$ cat src/design/taps_pkg.sv
// Package for the two-axis pick sequencer: phase codes, register indexes, payload types.
`default_nettype none
package taps_pkg;

    localparam int POS_FIELD_BITS = 12;
    localparam int CFG_INDEX_BITS = 3;

    typedef enum logic [3:0] {
        PH_IDLE    = 4'd0,
        PH_CENTRE  = 4'd1,
        PH_JOG     = 4'd2,
        PH_LOWER   = 4'd3,
        PH_GRIP    = 4'd4,
        PH_RAISE   = 4'd5,
        PH_DONE    = 4'd6,
        PH_HOME    = 4'd7,
        PH_RELEASE = 4'd8
    } phase_t;

    typedef enum logic [1:0] {
        GRIP_RELEASED = 2'd0,
        GRIP_LOW      = 2'd1,
        GRIP_HIGH     = 2'd2
    } grip_t;

    localparam logic [CFG_INDEX_BITS-1:0] CFG_Y_LIMIT     = 3'd0;
    localparam logic [CFG_INDEX_BITS-1:0] CFG_Y_CENTRE    = 3'd1;
    localparam logic [CFG_INDEX_BITS-1:0] CFG_Z_LIMIT     = 3'd2;
    localparam logic [CFG_INDEX_BITS-1:0] CFG_Y_PER_JOG   = 3'd3;
    localparam logic [CFG_INDEX_BITS-1:0] CFG_Y_PER_TRAV  = 3'd4;
    localparam logic [CFG_INDEX_BITS-1:0] CFG_Z_PER_DOWN  = 3'd5;
    localparam logic [CFG_INDEX_BITS-1:0] CFG_Z_PER_UP    = 3'd6;

    typedef struct packed {
        logic       master_level;
        logic       button_forward;
        logic       button_back;
        logic [3:0] grip_roll;
    } in_item_t;

    typedef struct packed {
        logic [3:0]                phase;
        logic [POS_FIELD_BITS-1:0] y_position;
        logic [POS_FIELD_BITS-1:0] z_position;
        logic                      y_step_pulse;
        logic                      y_direction;
        logic                      z_step_pulse;
        logic                      z_direction;
        logic                      done_level;
        logic [1:0]                grip_drive;
    } out_item_t;

endpackage
`default_nettype wire

$ cat src/design/two_axis_pick_sequencer.sv
// Two-axis pick sequencer: phase control, step timers and result register.
//
// Usage: each transfer on the input channel (in_valid, in_stall, in_data) is one
// microsecond tick carrying the master level, the two debounced buttons and a
// torque roll. Every accepted tick yields exactly one result transfer on the
// output channel (out_valid, out_stall, out_data) with the phase, both axis
// positions, the step pulses and directions, the done level and the solenoid
// command as they stand after that tick.
// The result is valid in the cycle after the input transfer.
// Throughput: one tick per cycle if not stalled; the phase update and both
// axis timers run in one pass from the state registers to the result register.
// A stalled result stays in the result register; in_stall is raised only while
// that result is held, and a new tick is taken in the cycle the result leaves.
// Reset (rst_n low) puts the sequencer in idle at position zero with the
// solenoid released and loads the default limits and periods. Registers are
// written by the user through cfg_we/cfg_index/cfg_data in idle; unchecked.
`default_nettype none
module two_axis_pick_sequencer #(
    parameter int POSITION_BITS = 12,
    parameter int TIMER_BITS    = 16
) (
    input  wire logic                                  clk,
    input  wire logic                                  rst_n,
    input  wire logic                                  in_valid,
    output logic                                       in_stall,
    input  wire taps_pkg::in_item_t                    in_data,
    output logic                                       out_valid,
    input  wire logic                                  out_stall,
    output taps_pkg::out_item_t                        out_data,
    input  wire logic                                  cfg_we,
    input  wire logic [taps_pkg::CFG_INDEX_BITS-1:0]   cfg_index,
    input  wire logic [((TIMER_BITS > POSITION_BITS) ? TIMER_BITS : POSITION_BITS)-1:0]
                                                       cfg_data
);

    logic [POSITION_BITS-1:0] y_limit_reg, y_centre_reg, z_limit_reg;
    logic [TIMER_BITS-1:0]    y_per_jog_reg, y_per_trav_reg, z_per_down_reg, z_per_up_reg;

    taps_pkg::phase_t         phase_reg, phase_next;
    logic                     entry_reg, entry_next;
    logic [POSITION_BITS-1:0] y_count_reg, y_count_next, z_count_reg, z_count_next;
    logic [TIMER_BITS-1:0]    y_timer_reg, y_timer_next, z_timer_reg, z_timer_next;
    logic                     strong_reg, strong_next;
    logic                     done_reg, done_next;
    taps_pkg::grip_t          grip_reg, grip_next;

    logic                     out_valid_reg;
    taps_pkg::out_item_t      out_data_reg, out_data_next;

    logic                     accept;
    logic                     y_up, y_dn, z_dn, z_up;
    logic                     y_pulse, z_pulse;
    logic [TIMER_BITS-1:0]    y_timer_inc, z_timer_inc, y_per, z_per;
    logic [POSITION_BITS+taps_pkg::POS_FIELD_BITS-1:0] y_ext, z_ext;

    assign in_stall  = out_valid_reg && out_stall;
    assign accept    = in_valid && !in_stall;
    assign out_valid = out_valid_reg;
    assign out_data  = out_data_reg;

    // Configuration registers
    always_ff @(posedge clk or negedge rst_n)
    begin
        if (!rst_n)
        begin
            y_limit_reg    <= POSITION_BITS'(2750);
            y_centre_reg   <= POSITION_BITS'(1375);
            z_limit_reg    <= POSITION_BITS'(1000);
            y_per_jog_reg  <= TIMER_BITS'(1000);
            y_per_trav_reg <= TIMER_BITS'(1000);
            z_per_down_reg <= TIMER_BITS'(4000);
            z_per_up_reg   <= TIMER_BITS'(1000);
        end
        else if (cfg_we)
        begin
            unique case (cfg_index)
                taps_pkg::CFG_Y_LIMIT:    y_limit_reg    <= cfg_data[POSITION_BITS-1:0];
                taps_pkg::CFG_Y_CENTRE:   y_centre_reg   <= cfg_data[POSITION_BITS-1:0];
                taps_pkg::CFG_Z_LIMIT:    z_limit_reg    <= cfg_data[POSITION_BITS-1:0];
                taps_pkg::CFG_Y_PER_JOG:  y_per_jog_reg  <= cfg_data[TIMER_BITS-1:0];
                taps_pkg::CFG_Y_PER_TRAV: y_per_trav_reg <= cfg_data[TIMER_BITS-1:0];
                taps_pkg::CFG_Z_PER_DOWN: z_per_down_reg <= cfg_data[TIMER_BITS-1:0];
                taps_pkg::CFG_Z_PER_UP:   z_per_up_reg   <= cfg_data[TIMER_BITS-1:0];
                default:                  ;
            endcase
        end
    end

    // One tick of the sequencer
    always_comb
    begin
        phase_next  = phase_reg;
        strong_next = strong_reg;
        done_next   = done_reg;
        grip_next   = grip_reg;
        y_up        = 1'b0;
        y_dn        = 1'b0;
        z_dn        = 1'b0;
        z_up        = 1'b0;
        y_per       = y_per_trav_reg;
        z_per       = z_per_up_reg;

        y_timer_inc = (&y_timer_reg) ? y_timer_reg : y_timer_reg + TIMER_BITS'(1);
        z_timer_inc = (&z_timer_reg) ? z_timer_reg : z_timer_reg + TIMER_BITS'(1);

        unique case (phase_reg)
            taps_pkg::PH_IDLE:
            begin
                if (in_data.master_level)
                    phase_next = taps_pkg::PH_CENTRE;
            end
            taps_pkg::PH_CENTRE:
            begin
                if (y_count_reg < y_centre_reg)
                    y_up = 1'b1;
                else if (y_count_reg > y_centre_reg)
                    y_dn = 1'b1;
                else if (!in_data.master_level)
                    phase_next = taps_pkg::PH_JOG;
            end
            taps_pkg::PH_JOG:
            begin
                y_per = y_per_jog_reg;
                if (in_data.button_back)
                    y_up = (y_count_reg < y_limit_reg);
                else if (in_data.button_forward)
                    y_dn = (y_count_reg != '0);
                if (in_data.master_level)
                    phase_next = taps_pkg::PH_LOWER;
            end
            taps_pkg::PH_LOWER:
            begin
                z_per = z_per_down_reg;
                if (entry_reg)
                    strong_next = (in_data.grip_roll == 4'd0);
                if (z_count_reg < z_limit_reg)
                    z_dn = 1'b1;
                else
                    phase_next = taps_pkg::PH_GRIP;
            end
            taps_pkg::PH_GRIP:
            begin
                if (entry_reg)
                    grip_next = strong_reg ? taps_pkg::GRIP_HIGH : taps_pkg::GRIP_LOW;
                phase_next = taps_pkg::PH_RAISE;
            end
            taps_pkg::PH_RAISE:
            begin
                if (z_count_reg != '0)
                    z_up = 1'b1;
                else
                    phase_next = taps_pkg::PH_DONE;
            end
            taps_pkg::PH_DONE:
            begin
                if (entry_reg)
                    done_next = 1'b1;
                if (!in_data.master_level)
                begin
                    done_next  = 1'b0;
                    phase_next = taps_pkg::PH_HOME;
                end
            end
            taps_pkg::PH_HOME:
            begin
                if (y_count_reg != '0)
                    y_dn = 1'b1;
                else
                    phase_next = taps_pkg::PH_RELEASE;
            end
            taps_pkg::PH_RELEASE:
            begin
                grip_next  = taps_pkg::GRIP_RELEASED;
                phase_next = taps_pkg::PH_IDLE;
            end
            default:
            begin
                phase_next = taps_pkg::PH_IDLE;
            end
        endcase

        y_pulse      = (y_up || y_dn) && (y_timer_inc >= y_per);
        z_pulse      = (z_up || z_dn) && (z_timer_inc >= z_per);
        y_timer_next = y_pulse ? '0 : y_timer_inc;
        z_timer_next = z_pulse ? '0 : z_timer_inc;
        y_count_next = !y_pulse ? y_count_reg
                     : (y_up ? y_count_reg + POSITION_BITS'(1) : y_count_reg - POSITION_BITS'(1));
        z_count_next = !z_pulse ? z_count_reg
                     : (z_dn ? z_count_reg + POSITION_BITS'(1) : z_count_reg - POSITION_BITS'(1));
        entry_next   = (phase_next != phase_reg);

        y_ext = {{taps_pkg::POS_FIELD_BITS{1'b0}}, y_count_next};
        z_ext = {{taps_pkg::POS_FIELD_BITS{1'b0}}, z_count_next};

        out_data_next.phase        = phase_next;
        out_data_next.y_position   = y_ext[taps_pkg::POS_FIELD_BITS-1:0];
        out_data_next.z_position   = z_ext[taps_pkg::POS_FIELD_BITS-1:0];
        out_data_next.y_step_pulse = y_pulse;
        out_data_next.y_direction  = y_up;
        out_data_next.z_step_pulse = z_pulse;
        out_data_next.z_direction  = z_dn;
        out_data_next.done_level   = done_next;
        out_data_next.grip_drive   = grip_next;
    end

    always_ff @(posedge clk or negedge rst_n)
    begin
        if (!rst_n)
        begin
            phase_reg     <= taps_pkg::PH_IDLE;
            entry_reg     <= 1'b1;
            y_count_reg   <= '0;
            z_count_reg   <= '0;
            y_timer_reg   <= '0;
            z_timer_reg   <= '0;
            strong_reg    <= 1'b0;
            done_reg      <= 1'b0;
            grip_reg      <= taps_pkg::GRIP_RELEASED;
            out_valid_reg <= 1'b0;
        end
        else
        begin
            if (accept)
            begin
                phase_reg   <= phase_next;
                entry_reg   <= entry_next;
                y_count_reg <= y_count_next;
                z_count_reg <= z_count_next;
                y_timer_reg <= y_timer_next;
                z_timer_reg <= z_timer_next;
                strong_reg  <= strong_next;
                done_reg    <= done_next;
                grip_reg    <= grip_next;
            end
            if (accept)
                out_valid_reg <= 1'b1;
            else if (!out_stall)
                out_valid_reg <= 1'b0;
        end
    end

    always_ff @(posedge clk)
    begin
        if (accept)
            out_data_reg <= out_data_next;
    end

`ifndef SYNTHESIS
    // done is only ever reported while in the done phase
    assert property (@(posedge clk) disable iff (!rst_n)
        out_valid && out_data.done_level |-> out_data.phase == taps_pkg::PH_DONE)
        else $error("done level outside done phase");

    // a downward Z step keeps the sequencer lowering
    assert property (@(posedge clk) disable iff (!rst_n)
        out_valid && out_data.z_step_pulse && out_data.z_direction
        |-> out_data.phase == taps_pkg::PH_LOWER)
        else $error("Z lowering step outside lower phase");

    // solenoid command stays a defined code
    assert property (@(posedge clk) disable iff (!rst_n)
        out_valid |-> (out_data.grip_drive == taps_pkg::GRIP_RELEASED
                    || out_data.grip_drive == taps_pkg::GRIP_LOW
                    || out_data.grip_drive == taps_pkg::GRIP_HIGH))
        else $error("undefined grip command");

    // an accepted tick always yields a result in the next cycle
    assert property (@(posedge clk) disable iff (!rst_n)
        in_valid && !in_stall |=> out_valid)
        else $error("accepted transfer produced no result");
`endif

endmodule
`default_nettype wire
$ cat config.mk
export PLATFORM = sky130hd
export DESIGN_NAME = two_axis_pick_sequencer
export DESIGN_NICKNAME = d
export VERILOG_FILES = /design/src/design/taps_pkg.sv /design/src/design/two_axis_pick_sequencer.sv
export SDC_FILE = /design/constraint.sdc
export NUM_CORES = 1
export LEC_CHECK = 0
export BUFFER_PORTS_ARGS = -buffer_cell sky130_fd_sc_hd__buf_2
export CAP_MARGIN = 5
export CORE_UTILIZATION = 62
export CTS_BUF_LIST = sky130_fd_sc_hd__clkbuf_4 sky130_fd_sc_hd__clkbuf_8
export CTS_CLUSTER_DIAMETER = 80
export DETAILED_ROUTE_END_ITERATION = 7
export GPL_TIMING_DRIVEN = 1
export MAX_ROUTING_LAYER = met4
export PLACE_DENSITY_LB_ADDON = 0.15
export SYNTH_ARGS = -nofsm -noshare
export SYNTH_HDL_FRONTEND = slang
export SYNTH_SLANG_ARGS = --single-unit
$ cat constraint.sdc
create_clock -name clk -period 4.55 [get_ports clk]
set_input_delay 0.6825 -clock clk [delete_from_list [all_inputs] [get_ports clk]]
set_output_delay 0.6825 -clock clk [all_outputs]
set_load 0.01 [all_outputs]
# ---- Word level (Yosys, flattened, before mapping)
# Index checks and enable logic that the tools add are counted.
dict set report word_totals {
  reg_bits 201
  input_bits 31
  out_inout_bits 37
  wordCells 117
}
dict set report op_classes {
  n_addsub 6
  n_lt_le_gt_ge 6
  n_eq_ne 16
  muxes 41
  reduce_logical 22
}
# operator n
set op_table {}
lappend op_table {{$mux 16} 6}
lappend op_table {{$mux 12} 4}
lappend op_table {{$lt 12x12->1} 3}
lappend op_table {{$mux 4} 9}
lappend op_table {{$add 16x1->16 const B} 2}
lappend op_table {{$ge 16x16->1} 2}
lappend op_table {{$pmux 4 s8} 1}
lappend op_table {{$reduce_and 16->1} 2}
lappend op_table {{$add 12x1->12 const B} 2}
lappend op_table {{$reduce_bool 12->1} 2}
lappend op_table {{$sub 12x1->12 const B} 2}
lappend op_table {{$eq 4x3->1 const B} 4}
lappend op_table {{$mux 1} 16}
lappend op_table {{$reduce_and 2->1} 7}
lappend op_table {{$gt 12x12->1} 1}
lappend op_table {{$eq 3x3->1 const B} 3}
lappend op_table {{$eq 4x2->1 const B} 2}
lappend op_table {{$logic_not 4->1} 2}
lappend op_table {{$eq 3x2->1 const B} 2}
lappend op_table {{$eq 4x1->1 const B} 1}
lappend op_table {{$eq 4x4->1 const B} 1}
lappend op_table {{$logic_and 1x1->1} 4}
lappend op_table {{$mux 2} 2}
lappend op_table {{$ne 4x4->1} 1}
lappend op_table {{9 further kinds} 10}

# ---- Longest topological paths before layout
dict set report depth {
  word_depth 7
  depth_mapped 19
  depth_no_buf 17
}

# ---- Least setup slack after synthesis
# Ideal clock, no wire load.
dict set report synth_path {
  kind {register to register}
  start {register z_limit_reg[9]}
  end {register out_data_reg, in the netlist out_data[17] (data pin)}
  setup_ns 0.260
  arrival_time_ns 3.607
  t_required_ns 4.290
  path_slack_ns 0.683
  path_stages_with_launch 16
  n_path_buf 0
  period_less_slack_ns 3.867
  cell_sequence {dfstp_2 inv_1 ha_1 a21o_1 a211o_1 nor3_1 a21boi_2 nor2_4 fa_1 a21o_1 a21oi_1 nor2b_1 o21a_1 o41ai_1 o211ai_1 mux2_2}
}
dict set report synth_between {
  elab_chain_len 6
  elab_cells_between_ends 7
  classes_between {order compare (1); mux (4); reduce/logical (2)}
}
# item line
set synth_lines {}
lappend synth_lines {{start: declaration} two_axis_pick_sequencer.sv:36} ;# logic [POSITION_BITS-1:0] y_limit_reg, y_centre_reg, z_limit_reg;
lappend synth_lines {{start signal: assignment} two_axis_pick_sequencer.sv:79} ;# taps_pkg::CFG_Z_LIMIT: z_limit_reg <= cfg_data[POSITION_BITS-1:0];
lappend synth_lines {{$lt 12x12->1 *} two_axis_pick_sequencer.sv:136} ;# if (z_count_reg < z_limit_reg)
lappend synth_lines {{$mux 1 *} two_axis_pick_sequencer.sv:136}
lappend synth_lines {{$mux 1 *} two_axis_pick_sequencer.sv:106} ;# unique case (phase_reg)
lappend synth_lines {{$logic_or 1x1->1} two_axis_pick_sequencer.sv:183} ;# z_pulse = (z_up || z_dn) && (z_timer_inc >= z_per);
lappend synth_lines {{$logic_and 1x1->1} two_axis_pick_sequencer.sv:183}
lappend synth_lines {{$mux 12 *} two_axis_pick_sequencer.sv:188} ;# z_count_next = !z_pulse ? z_count_reg
lappend synth_lines {{net z_count_next[10]} two_axis_pick_sequencer.sv:41} ;# logic [POSITION_BITS-1:0] y_count_reg, y_count_next, z_count_reg, z_count_next;
lappend synth_lines {{end signal: assignment} two_axis_pick_sequencer.sv:245} ;# out_data_reg <= out_data_next;
lappend synth_lines {{end: declaration} two_axis_pick_sequencer.sv:48} ;# taps_pkg::out_item_t out_data_reg, out_data_next;
# The timed path passes the listed nets; every way through them passes the cells marked *.
# A chain may end at the register's enable or synchronous reset.

# ---- Worst setup path after layout
dict set report layout_path {
  start {register z_timer_reg[0]}
  end {register z_count_reg[3]}
}
dict set report layout_between {
  elab_chain_len 5
  elab_cells_between_ends 6
  classes_between {add/sub (1); order compare (1); mux (2); reduce/logical (2)}
}
# item line
set layout_lines {}
lappend layout_lines {{start: declaration} two_axis_pick_sequencer.sv:42} ;# logic [TIMER_BITS-1:0] y_timer_reg, y_timer_next, z_timer_reg, z_timer_next;
lappend layout_lines {{start signal: assignment} two_axis_pick_sequencer.sv:230} ;# z_timer_reg <= z_timer_next;
lappend layout_lines {{$add 16x1->16 or $reduce_and 16->1 (tied branches)} two_axis_pick_sequencer.sv:104} ;# z_timer_inc = (&z_timer_reg) ? z_timer_reg : z_timer_reg + TIMER_BITS'(1);
lappend layout_lines {{$mux 16 *} two_axis_pick_sequencer.sv:104}
lappend layout_lines {{$ge 16x16->1 *} two_axis_pick_sequencer.sv:183}
lappend layout_lines {{$logic_and 1x1->1 *} two_axis_pick_sequencer.sv:183}
lappend layout_lines {{$mux 12 *} two_axis_pick_sequencer.sv:188}
lappend layout_lines {{end signal: assignment} two_axis_pick_sequencer.sv:228} ;# z_count_reg <= z_count_next;
lappend layout_lines {{end: declaration} two_axis_pick_sequencer.sv:41}
# Mark *: on every way between the ends. The rest lies on a longest branch, timed or not.

==> out/results.tsv <==
stage	metric	value	unit
run_status	status	complete, but fails checks	
run_status	violations	design-rule violations	
pwr	sw_frac_of_total	37.4	%
worst_setup_path	crit_top_cell	ha_1	
timing	setup_viol	0	
synthesis	synth-edff-count	35	
worst_setup_path	crit_path_max_fanout	25	
synthesis	netlist_instances	1074	
clocking	cts_setup_buffers	0	
worst_setup_path	crit_family	compound AO/OA/AOI/OAI gates	
pwr	p_clk_share	21.5	%
clocking	cts_made_buffers	35	
synthesis	synth_top_area_cell	dfrtp_1	
route	routed_wl	25200	um
synthesis	synth_common_cells	dfrtp_1 (119), nand2_1 (110), mux2_2 (105)	
synthesis	synth_nets	1195	
clocking	clkLatencyLatePin	0.52	ns
grt	track_usage	27.8	%
worst_setup_path	crit_chain	ha_1, nand2_1, nor2_1, nor4bb_2, buf_4, mux2_2, ha_1, a211oi_1, o21ai_0, a41oi_1, o31ai_2, o21ai_4, inv_4, nand2_4, mux2_4	
worst_setup_path	cpMaxStageDelayCell	nor4bb_2	
timing	fin_ws	0.287	ns
worst_setup_path	critical_path_required	4.94	ns
synthesis	synth_cell_type_count	73	
clocking	cts.sinks	201	
route	wl_per_cell	17.8	um
clocking	cts_buffer_depth	3	
floorplan	die_area	19300	um^2
grt	grt_max_degree	100	
pwr	intPower	0.00497	W
timing	finalClockSkew	0.0191	ns
route	vias_per_cell	5.97	
worst_setup_path	start_kind	flip-flop	
timing	fin_crit_sh	93.7	%
clocking	cts.clk_slew.worst_paths	0.06	ns
timing	rsz0062_at_grt	false	
grt	grt_pass1_vias	8282	
clocking	cts_tree	done	
floorplan	ioPinCount	68	
floorplan	rows	49	
synthesis	synth_seq_cells	201	
pwr	p_comb_share	43.1	%
final_layout	nets	1279	
min_path	hp-class	in2async	
placement	gp_congestion	0.893	
pwr	p_leak	5.74	nW
timing	worst_slew_pin_slew	1.08	ns
placement	dpl.hpwl	17400	um
worst_setup_path	slowest_delay	0.50	ns
timing	finalSetupTns	0	ns
synthesis	synth.most_common_cell	dfrtp_1	
synthesis	yosys_warnings	0	
synthesis	synth_area_leaders	dfrtp_1 (26%), dfstp_2 (11%), mux2_2 (10%)	
synthesis	yosysTopAreaCellShare	25.7	%
grt	grt-ovfl-total	0	
worst_setup_path	crit_type	reg2reg	
final_layout	area_delta_synth_final	11.9	%
floorplan	die_y	139	um
floorplan	die_w	139	um
synthesis	ys.flop_type	dfrtp_1	
pwr	seq_power_share	35.3	%
clocking	ctsHtreeMaxLevel	2	
final_layout	n_antenna_cell	0	
floorplan	core	18100	um^2
final_layout	largest_reg_flops	35	
grt	grt_pass1_wl	41900	um
pwr	irDropWorstVdd	0.565	mV
synthesis	ys_seq_area_share	45.4	%
timing	min_period	4.26	ns
synthesis	avgSynthCellArea	10.8	um^2
clocking	postCtsHoldBufs	0	
placement	preCtsSetupSlack	0.181	ns
route	first_pass_iters	8	
synthesis	async_reset_ff_share	82.6	%
timing	finalHoldViolCount	0	
route	drc	7	
worst_setup_path	critical_path_arrival	4.66	ns
grt	antenna_found_initial	0	
clocking	cts-root-buf	clkbuf_8	
worst_setup_path	cp-end-kind	flip-flop	
worst_setup_path	path_buf_inv	2	
floorplan	initial_core_util	63.9	%
route	drtIter0Drc	483	
route	antenna_left	0	
timing	fmax	0.235	GHz
pwr	p_per_area	611	nW/um^2
placement	portBuffers	67	
synthesis	synth_area	11600	um^2
final_layout	layout-drive-gt1-share	28.5	%
clocking	cts-resized-gates	0	
pwr	power_switching	0.00297	W
timing	finalMaxSlewViolations	0	
timing	relSlewSlack	27.5	%
job	cap_violations	0	
route	vias	8430	
==> worst reg2reg max path, stage by stage (launching register included) <==
cell and delay (ns):
dfrtp_1 0.42, ha_1 0.19, nand2_1 0.13, nor2_1 0.15
nor4bb_2 0.50, buf_4 0.24, mux2_2 0.35, ha_1 0.29
a211oi_1 0.06, o21ai_0 0.20, a41oi_1 0.19, o31ai_2 0.36
o21ai_4 0.20, inv_4 0.31, nand2_4 0.23, mux2_4 0.34
==> power groups by stage <==
stage               Sequential, W  Combinational, W  Clock [W]
finish                    0.00280           0.00342    0.00171
detailed placement        0.00283           0.00336          0
global route              0.00287           0.00383    0.00182
CTS                       0.00280           0.00340    0.00175
global placement          0.00281           0.00325          0
floorplan                 0.00271           0.00266          0
==> final cells by class <==
class                      count  area [um^2]
timing repair buffer          86          497
tap                          229          287
inverter                      55          210
clock buffer                  58          711
multi-input combinational    779         5990
fill                        1350         5160
sequential                   201         5260
clock inverter                 4         22.5
==> kinds of logic after synthesis <==
logic type / after synthesis / share of synthesized area [%]
adders and majority gates: 90 / 9.84
DFF: 201 / 45.4
muxes: 146 / 14.1
AOI/OAI and AO/OA: 201 / 11.1
and+or+nand+nor: 294 / 12.5
buffers and inverters: 94 / 3.43
xor gates and xnor gates: 48 / 3.62
==> path summary, 6_finish.rpt <==
path,from,end,slack [ns],cells past startpoint
hold reg to reg,done_reg,done_reg,0.49,2
setup / recovery,z_timer_reg[0],z_count_reg[3],0.29,15
min in group clk,in_valid,out_valid,0.38,2
hold / removal,rst_n,z_timer_reg[14],0.25,1
max in group asynchronous,rst_n,y_per_jog_reg[8],3.34,2
setup reg to reg,z_timer_reg[0],z_count_reg[3],0.29,15
==> routing by layer <==
metal	track usage, %	part of all wire, %
met1	37.3	47
met2	44.0	48
met3	4.25	3.5
met4	7.89	2.0
met5	-	0
==> metrics by stage <==
stage | util, % | instances | hold slack (ns) | area (um^2) | total power [W]
3_5_place_dp | 67.3 | 1350 | 0.472 | 12200 | 0.00619
3_3_place_gp | 67.3 | 1350 | 0.469 | 12200 | 0.00606
5_1_grt | 71.5 | 1412 | 0.314 | 13000 | 0.00852
6_report | 71.5 | 1412 | 0.253 | 13000 | 0.00794
4_1_cts | 71.4 | 1412 | 0.294 | 13000 | 0.00795
2_1_floorplan | - | 1074 | 0.387 | 11600 | 0.00537
==> cell usage in the layout, fill, tap and decap left out, types with 8 or more instances in the layout <==
cell type  count
a211oi_1       8
a21o_1        12
a21oi_1       29
a22o_1        14
buf_2         66
buf_4         18
clkbuf_4      14
clkbuf_8      44
dfrtp_1      119
dfstp_2       47
edfxtp_1      35
ha_1          88
inv_1         51
mux2_2       105
mux2_4         9
mux2i_1       32
nand2_1      110
nand2b_1      12
nand3_1       31
nor2_1        50
nor2b_1       11
nor3_1        19
nor4_1        10
o211ai_1      11
o21ai_0       82
xnor2_1       36
xor2_1        12
Power figures use the tool's default switching activity.
